--- src/rtl/sove_pkg.sv ---
// Shared types and constants for the meter frame value extractor.
`timescale 1ns / 1ps

package sove_pkg;

	// Default sizing
	localparam int MAX_FRAME_BYTES_DEF = 1024;
	localparam int CODE_BYTES_DEF      = 8;
	localparam int NUM_CODES_DEF       = 3;

	// Configuration port
	localparam int CFG_IDX_W  = 3;
	localparam int CFG_DATA_W = 64;

	// Register indexes
	localparam logic [CFG_IDX_W-1:0] REG_CODE_FIRST   = 3'd0;
	localparam logic [CFG_IDX_W-1:0] REG_OFFSET_FIRST = 3'd3;

	// Register reset values, entry 0 belongs to the first code
	localparam logic [2:0][63:0] CODE_RESET = {
		64'h7707_0100_1007_00FF,
		64'h7707_0100_0208_00FF,
		64'h7707_0100_0108_00FF
	};
	localparam logic [2:0][7:0] OFFSET_RESET = {8'd15, 8'd15, 8'd19};

	// Per-code result as seen after the current byte
	typedef struct packed {
		logic        found;
		logic        complete;
		logic [31:0] value;
	} code_res_t;

endpackage

--- src/rtl/sove_byte_cell.sv ---
// One byte cell of the search window: holds a byte and extends the match chain.
`timescale 1ns / 1ps

module sove_byte_cell #(
	parameter int NUM_CODES = 3
) (
	input  logic                      clk,
	input  logic                      advance,
	input  logic [7:0]                byte_in,
	input  logic [NUM_CODES-1:0]      match_in,
	input  logic [NUM_CODES-1:0][7:0] code_bytes,
	output logic [7:0]                byte_out,
	output logic [NUM_CODES-1:0]      match_out
);
	import sove_pkg::*;

	logic [7:0] byte_q;

	// Compare the byte entering this place of the window with each code byte
	always_comb begin
		for (int k = 0; k < NUM_CODES; k++) begin
			match_out[k] = match_in[k] && (byte_in == code_bytes[k]);
		end
	end

	// Hand the byte on to the next cell
	always_ff @(posedge clk) begin
		if (advance) begin
			byte_q <= byte_in;
		end
	end

	assign byte_out = byte_q;

endmodule

--- src/rtl/sove_tracker.sv ---
// Per-code tracker: waits for the type-length byte and gathers the value.
`timescale 1ns / 1ps

module sove_tracker #(
	parameter int CODE_BYTES = 8
) (
	input  logic                 clk,
	input  logic                 arst_n,
	input  logic                 advance,
	input  logic                 clear,
	input  logic                 hit,
	input  logic [7:0]           data,
	input  logic [7:0]           offset,
	output sove_pkg::code_res_t  res
);
	import sove_pkg::*;

	typedef enum logic [3:0] {
		PH_SEARCH = 4'b0001,
		PH_TYPE   = 4'b0010,
		PH_GATHER = 4'b0100,
		PH_DONE   = 4'b1000
	} phase_t;

	localparam logic [7:0] CB = 8'(CODE_BYTES);

	phase_t      phase_q, phase_d;
	logic [7:0]  cd_q, cd_d;
	logic [3:0]  rem_q, rem_d;
	logic [31:0] acc_q, acc_d;
	logic        sgn_q, sgn_d;
	logic [3:0]  nib;

	assign nib = data[3:0];

	// Next state for the current byte
	always_comb begin
		phase_d = phase_q;
		cd_d    = cd_q;
		rem_d   = rem_q;
		acc_d   = acc_q;
		sgn_d   = sgn_q;
		if (advance) begin
			case (phase_q)
				PH_SEARCH: begin
					if (hit) begin
						cd_d    = (offset > CB) ? (offset - CB - 8'd1) : 8'd0;
						phase_d = PH_TYPE;
					end
				end
				PH_TYPE: begin
					if (cd_q != 8'd0) begin
						cd_d = cd_q - 8'd1;
					end else begin
						acc_d = '0;
						if (nib inside {4'd0, 4'd1}) begin
							phase_d = PH_DONE;
						end else begin
							rem_d   = nib - 4'd1;
							sgn_d   = (nib == 4'd2);
							phase_d = PH_GATHER;
						end
					end
				end
				PH_GATHER: begin
					acc_d = sgn_q ? {{24{data[7]}}, data} : {acc_q[23:0], data};
					rem_d = rem_q - 4'd1;
					if (rem_d == 4'd0) begin
						phase_d = PH_DONE;
					end
				end
				PH_DONE: begin
				end
				default: phase_d = PH_SEARCH;
			endcase
		end
	end

	// Result after this byte, taken by the output stage on frame end
	always_comb begin
		res.found    = (phase_d != PH_SEARCH);
		res.complete = (phase_d == PH_DONE);
		res.value    = (phase_d == PH_DONE) ? acc_d : 32'd0;
	end

	// Phase register, back to searching at the end of each frame
	always_ff @(posedge clk or negedge arst_n) begin
		if (!arst_n) begin
			phase_q <= PH_SEARCH;
		end else if (clear) begin
			phase_q <= PH_SEARCH;
		end else begin
			phase_q <= phase_d;
		end
	end

	// Counters and accumulator, always loaded before use
	always_ff @(posedge clk) begin
		cd_q  <= cd_d;
		rem_q <= rem_d;
		acc_q <= acc_d;
		sgn_q <= sgn_d;
	end

endmodule

--- src/rtl/sml_obis_value_extractor_unit.sv ---
// Top level of the meter frame value extractor: window cells, trackers and result stage.
`timescale 1ns / 1ps

//  channel | signals                                    | role
//  --------+--------------------------------------------+-------------------------------
//  in      | in_valid, in_ready, data_byte, frame_end   | one frame byte per item
//  out     | out_valid, out_ready, code_index, found,   | NUM_CODES items per frame end
//          | complete, value, last_of_run               |
//  cfg     | cfg_we, cfg_index, cfg_data                | register writes, no wait
//
// One frame byte is taken every cycle; matching and gathering finish in the cycle the
// byte arrives. A frame-end byte loads NUM_CODES results into the output stage, which
// hands out one per cycle while out_ready is high, from the next cycle on, so a frame end
// waits while results of the previous frame are undelivered, but is taken in the cycle the
// last of them leaves. Other bytes never wait. Reset restores the register defaults and
// clears frame state; there is no clearing pass.

module sml_obis_value_extractor_unit #(
	parameter int MAX_FRAME_BYTES = sove_pkg::MAX_FRAME_BYTES_DEF,
	parameter int CODE_BYTES      = sove_pkg::CODE_BYTES_DEF,
	parameter int NUM_CODES       = sove_pkg::NUM_CODES_DEF
) (
	input  logic                            clk,
	input  logic                            arst_n,
	input  logic                            in_valid,
	output logic                            in_ready,
	input  logic [7:0]                      data_byte,
	input  logic                            frame_end,
	output logic                            out_valid,
	input  logic                            out_ready,
	output logic [1:0]                      code_index,
	output logic                            found,
	output logic                            complete,
	output logic [31:0]                     value,
	output logic                            last_of_run,
	input  logic                            cfg_we,
	input  logic [sove_pkg::CFG_IDX_W-1:0]  cfg_index,
	input  logic [sove_pkg::CFG_DATA_W-1:0] cfg_data
);
	import sove_pkg::*;

	localparam int POS_W = $clog2(MAX_FRAME_BYTES + 1);
	localparam int CNT_W = $clog2(NUM_CODES + 1);

	// Configuration registers
	logic [NUM_CODES-1:0][63:0] code_q;
	logic [NUM_CODES-1:0][7:0]  offset_q;

	always_ff @(posedge clk or negedge arst_n) begin
		if (!arst_n) begin
			for (int k = 0; k < NUM_CODES; k++) begin
				code_q[k]   <= CODE_RESET[k];
				offset_q[k] <= OFFSET_RESET[k];
			end
		end else if (cfg_we) begin
			for (int k = 0; k < NUM_CODES; k++) begin
				if (cfg_index == REG_CODE_FIRST + CFG_IDX_W'(k)) begin
					code_q[k] <= cfg_data;
				end
				if (cfg_index == REG_OFFSET_FIRST + CFG_IDX_W'(k)) begin
					offset_q[k] <= cfg_data[7:0];
				end
			end
		end
	end

	// Handshake and frame position
	logic             in_acc, advance, clear, buf_free, pop, full;
	logic [POS_W-1:0] pos_q;
	logic [CNT_W-1:0] cnt_q;

	assign pop      = out_valid && out_ready;
	assign buf_free = (cnt_q == '0) || ((cnt_q == CNT_W'(1)) && out_ready);
	assign in_ready = frame_end ? buf_free : 1'b1;
	assign in_acc   = in_valid && in_ready;
	assign advance  = in_acc && (pos_q < POS_W'(MAX_FRAME_BYTES));
	assign clear    = in_acc && frame_end;
	assign full     = (pos_q >= POS_W'(CODE_BYTES - 1));

	always_ff @(posedge clk or negedge arst_n) begin
		if (!arst_n) begin
			pos_q <= '0;
		end else if (clear) begin
			pos_q <= '0;
		end else if (advance) begin
			pos_q <= pos_q + POS_W'(1);
		end
	end

	// Chain of window cells; cell j sees the byte j places back
	logic [CODE_BYTES:0][7:0]          chain_byte;
	logic [CODE_BYTES:0][NUM_CODES-1:0] chain_match;

	assign chain_byte[0]  = data_byte;
	assign chain_match[0] = '1;

	for (genvar j = 0; j < CODE_BYTES; j++) begin : g_cell
		logic [NUM_CODES-1:0][7:0] cb;
		for (genvar k = 0; k < NUM_CODES; k++) begin : g_cb
			assign cb[k] = code_q[k][8*j +: 8];
		end
		sove_byte_cell #(
			.NUM_CODES (NUM_CODES)
		) u_cell (
			.clk        (clk),
			.advance    (advance),
			.byte_in    (chain_byte[j]),
			.match_in   (chain_match[j]),
			.code_bytes (cb),
			.byte_out   (chain_byte[j+1]),
			.match_out  (chain_match[j+1])
		);
	end

	// One tracker per code
	code_res_t [NUM_CODES-1:0] trk_res;

	for (genvar k = 0; k < NUM_CODES; k++) begin : g_trk
		sove_tracker #(
			.CODE_BYTES (CODE_BYTES)
		) u_trk (
			.clk     (clk),
			.arst_n  (arst_n),
			.advance (advance),
			.clear   (clear),
			.hit     (full && chain_match[CODE_BYTES][k]),
			.data    (data_byte),
			.offset  (offset_q[k]),
			.res     (trk_res[k])
		);
	end

	// Result stage: loaded on frame end, shifted out one item per cycle while out_ready is high
	code_res_t [NUM_CODES-1:0] slot_q;
	logic [1:0]                idx_q;

	always_ff @(posedge clk or negedge arst_n) begin
		if (!arst_n) begin
			cnt_q <= '0;
			idx_q <= '0;
		end else if (clear) begin
			cnt_q <= CNT_W'(NUM_CODES);
			idx_q <= '0;
		end else if (pop) begin
			cnt_q <= cnt_q - CNT_W'(1);
			idx_q <= idx_q + 2'd1;
		end
	end

	always_ff @(posedge clk) begin
		if (clear) begin
			slot_q <= trk_res;
		end else if (pop) begin
			for (int k = 0; k < NUM_CODES - 1; k++) begin
				slot_q[k] <= slot_q[k+1];
			end
		end
	end

	assign out_valid   = (cnt_q != '0);
	assign code_index  = idx_q;
	assign found       = slot_q[0].found;
	assign complete    = slot_q[0].complete;
	assign value       = slot_q[0].value;
	assign last_of_run = (cnt_q == CNT_W'(1));

endmodule
--- config.mk ---
export PLATFORM = sky130hd
export DESIGN_NAME = sml_obis_value_extractor_unit
export DESIGN_NICKNAME = d
export VERILOG_FILES = /design/src/rtl/sove_pkg.sv /design/src/rtl/sove_byte_cell.sv /design/src/rtl/sove_tracker.sv /design/src/rtl/sml_obis_value_extractor_unit.sv
export SDC_FILE = /design/constraint.sdc
export NUM_CORES = 1
export LEC_CHECK = 0
export ABC_AREA = 1
export BUFFER_PORTS_ARGS = -buffer_cell sky130_fd_sc_hd__buf_2
export CORE_ASPECT_RATIO = 1.75
export CORE_MARGIN = 10
export CORE_UTILIZATION = 58
export DETAILED_ROUTE_END_ITERATION = 10
export PLACE_DENSITY_LB_ADDON = 0.3
export SLEW_MARGIN = 25
export SYNTH_ARGS = -nofsm -noshare
export SYNTH_HDL_FRONTEND = slang
export SYNTH_HIERARCHICAL = 1
export SYNTH_SLANG_ARGS = --single-unit
--- constraint.sdc ---
create_clock -name clk -period 5.3 [get_ports clk]
set_input_delay 0.795 -clock clk [delete_from_list [all_inputs] [get_ports clk]]
set_output_delay 0.795 -clock clk [all_outputs]
set_load 0.02 [all_outputs]
[Yosys cells after proc, flatten, opt, wreduce, memory -nomap -nowiden]
Index checks and enable logic that the tools add are counted.
Storage, ports and cells
  register bits: 536
  input port bits: 81
Cells by class
  $add $sub $neg: 16
  order comparisons: 5
  eq/ne operators: 62
  mux-type cells: 61
  bitwise gates (word level): 4
  reductions and logical operators: 64
Operators with widths (number)
  $mux 32: 11
  $eq 8x8->1: 24
  $pmux 32 s2: 3
  $mux 68: 2
  $mux 4: 20
  $mux 8: 9
  $pmux 4 s4: 3
  $pmux 8 s2: 3
  $sub 8x1->8 const B: 6
  $reduce_and 4->1: 9
  $logic_and 1x1->1: 29
  $eq 4x4->1 const B: 6
  $gt 8x4->1 const B: 3
  $pmux 4 s2: 3
  $reduce_bool 8->1: 3
  $sub 8x4->8 const B: 3
  $mux 11: 2
  $reduce_bool 2->1: 10
  $eq 4x1->1 const B: 4
  $eq 4x2->1 const B: 4
  $logic_not 4->1: 4
  $sub 4x1->4 const B: 4
  $eq 4x3->1 const B: 3
  $ne 2x1->1 const B: 6
  18 further kinds: 38

[Longest topological paths before layout]
  word-level depth: 15
  gate-level depth with buffers: 38

[By module]
Netlist, hierarchy kept.
Modules (own cells, without submodules)
  sml_obis_value_extractor_unit: times used 1, cells an instance 1252, area an instance 12982.5 sq um, seq. area each 8934.8 sq um
  sove_tracker (g_trk[0].u_trk ...): times used 2, cells an instance 384, area an instance 2910.3 sq um, seq. area each 1132.3 sq um
  sove_byte_cell: times used 8, cells an instance 105, area an instance 655.6 sq um, seq. area each 240.2 sq um
  sove_tracker (g_trk[2].u_trk): times used 1, cells an instance 387, area an instance 2952.8 sq um, seq. area each 1132.3 sq um

[Worst setup path after synthesis]
OpenSTA, ideal clock, no wires.
  path type: input to register
  start point: in out_ready
  end point: reg slot_q[59] in the netlist's numbering (data pin)
  setup time: 133 ps
  data arrival time: 4646 ps
  data required time: 5167 ps
  path slack: 521 ps
  stages: 13
  buffers on the path: 1
  cells stage by stage: nand2_1 -> nand3_1 -> nand2_1 -> nor2_2 -> inv_1 -> o21ai_1 -> nand2_2 -> clkbuf_1 -> nor2_1 -> a21oi_1 -> nor3_2 -> nand2_1 -> nand2_1
RTL lines
  from (decl): line sml_obis_value_extractor_unit.sv:30  | input logic out_ready,
  to (signal assigned): line sml_obis_value_extractor_unit.sv:152  | slot_q <= trk_res;
  to (signal, indexed assignment): line sml_obis_value_extractor_unit.sv:155  | slot_q[k] <= slot_q[k+1];
  to (decl): line sml_obis_value_extractor_unit.sv:134  | code_res_t [NUM_CODES-1:0] slot_q;

==> results.txt <==
Global-route wire length before repair - 106000 um
Reg clk slew, reported paths - 0.06 ns
Commonest non-fill, non-tap cell in the layout - nand2_1
Final Max Slew Viols - 0
Worst slew pin tran - 0.975 ns
Worst hold path class - in -> async
Crit path max-delay cell type - dfstp_2
# setup viols final - 0
Sink Count - 536
Post-detail-place hpwl - 47900 um
Outcome - finished, final reports clean
Tot Pwr - 12700 uW
Clk buf depth - 3
Min Hold Slack - 0.292 ns
Fillers - 3807
Mean area per synthesized cell - 8.26 um2
Relative slew slack - 35.0%
PortBufs - 119
Worst EP arrival - 5.47 ns
Core area - 0.0458 mm2
Net count, final - 3444
Worst path buffer plus inverter count - 4
PwrDens - 428 mW/mm2
ANT nets after route - 0
Syn-to-layout area delta - 11.1%
Largest net degree at the start of global routing - 127
TritonCTS clock tree - yes
Vias - 21105
H-tree levels - 2
Initial antenna violation count - 0
GRT overflow - 0
GRT Overall Usage - 23.1%
Post-route DRC - 0
Cell row count - 104
Routability Congestion - 0.911
Setup crit end kind - register
RSZ-0062 raised after global routing - yes
Delay-heaviest family, CP - simple AND/OR/NAND/NOR gates
Most frequent cells in the layout - nand2_1, inv_1, nor2_1, o21ai_0, edfxtp_1
Max Freq - 0.199 GHz
Crit-path max FO - 8
Via density - 5.33
Fin. Hold Viols - 0
Die Area - 0.0555 mm2
Router iterations before antenna repair - 6
IO Pins - 120
Crit path launch type - register
Max Cap Viol - 0
Leakage - 0.0143 uW
Die height - 304 um
Worst endpoint required time - 5.74 ns
Setup CP Type - reg -> reg
R2R depth - 38
Layout cell share with drive strength beyond 1 - 16.8%
Final Cycle Share - 95.0%
Chip Width - 182 um
CP peak stage delay - 0.53 ns
Initial Util - 58.4%
Final Skew - 0.0241 ns
Hold buffers post-CTS - 0
Inserted Diodes - 0
Num CTS Buffers - 49
Clk Tree Root Cell - clkbuf_16
Final WL - 66700 um
Worst-Skew Late Latency - 0.58 ns
Vias in the first global route - 21458
DR iter-0 viols - 1315
Fin crit period - 5.03 ns
Total stage count of the critical path - 38
Synthesized cell area - 0.0268 mm2
Yosys warnings - 6
Synth Instances - 3239
Wire length per cell - 16.8 um
Worst vdd ir - 0.000341 V
==> path summary, 6_finish.rpt <==
check / start / end / slack [ns]
setup / recovery: code_q[67] / slot_q[57] / 0.27
hold / removal: arst_n / code_q[82] / 0.29
setup reg to reg: code_q[67] / slot_q[57] / 0.27
hold reg to reg: g_trk[1].u_trk/acc_q[28] / g_trk[1].u_trk/acc_q[28] / 0.46
max in group asynchronous: arst_n / code_q[180] / 3.72
min in group clk: cfg_data[60] / code_q[124] / 0.46
==> power breakdown <==
group	leakage [uW]	internal, uW	switching [uW]
Combinational	0.00797	1180	2130
Sequential	0.00556	5290	577
Clock	0.000780	1970	1580
==> registers in the layout (all words and copies together) (netlist names) <==
name / flops
complete: 1
value: 32
g_trk.u_trk/phase_q: 12
g_cell.u_cell/byte_out: 56
pos_q: 11
code_q: 192
found: 1
cnt_q: 2
offset_q: 24
slot_q: 68
g_trk.u_trk/rem_q: 12
g_trk.u_trk/acc_q: 96
g_trk.u_trk/cd_q: 24
g_trk.u_trk/sgn_q: 3
code_index: 2
==> through the flow <==
stage | TNS, ns | utilization [%] | instance area, um2 | setup WS, ns | cells
after global routing | -3.06 | 64.9 | 29700 | -0.116 | 3963
after CTS | 0 | 64.3 | 29500 | 0.0283 | 3956
after global placement | -48.29 | 60.8 | 27800 | -0.545 | 3863
after floorplan | 0 | - | 26800 | 0.672 | 3241
after detailed placement | -60.59 | 60.8 | 27800 | -0.679 | 3863
final | 0 | 64.9 | 29700 | 0.265 | 3963
==> metal layers <==
layer	up-vias	routed length, um	global-route usage (%)
met5	-	0	0
met4	0	4240	13.8
met3	197	2740	2.95
met2	579	36000	43.7
met1	9976	23700	23.4
li1	10353	-	-
==> layout make-up <==
class	count	area, um2	share of cell area, %
sequential	536	14000	47.1
multi-input combinational	2097	10300	34.7
inverter	466	1750	5.89
clock buffer	65	1400	4.72
timing repair buffer	189	1330	4.48
tap	583	729	2.45
clock inverter	27	204	0.686
==> what timing repair did <==
action                     in CTS  in global routing
resized for setup              13                 43
cloned                          0                  5
pin swaps                       4                 29
setup buffers                   1                  1
setup endpoints to repair      84                 88
==> worst reg2reg max path, delay by kind of cell, from the launching register on <==
kind	cells	cell delay, ns
simple gates	26	2.71
compound gates	8	1.21
flops	1	0.53
buf+inv	4	0.44
(Power assumes the default switching activity.)
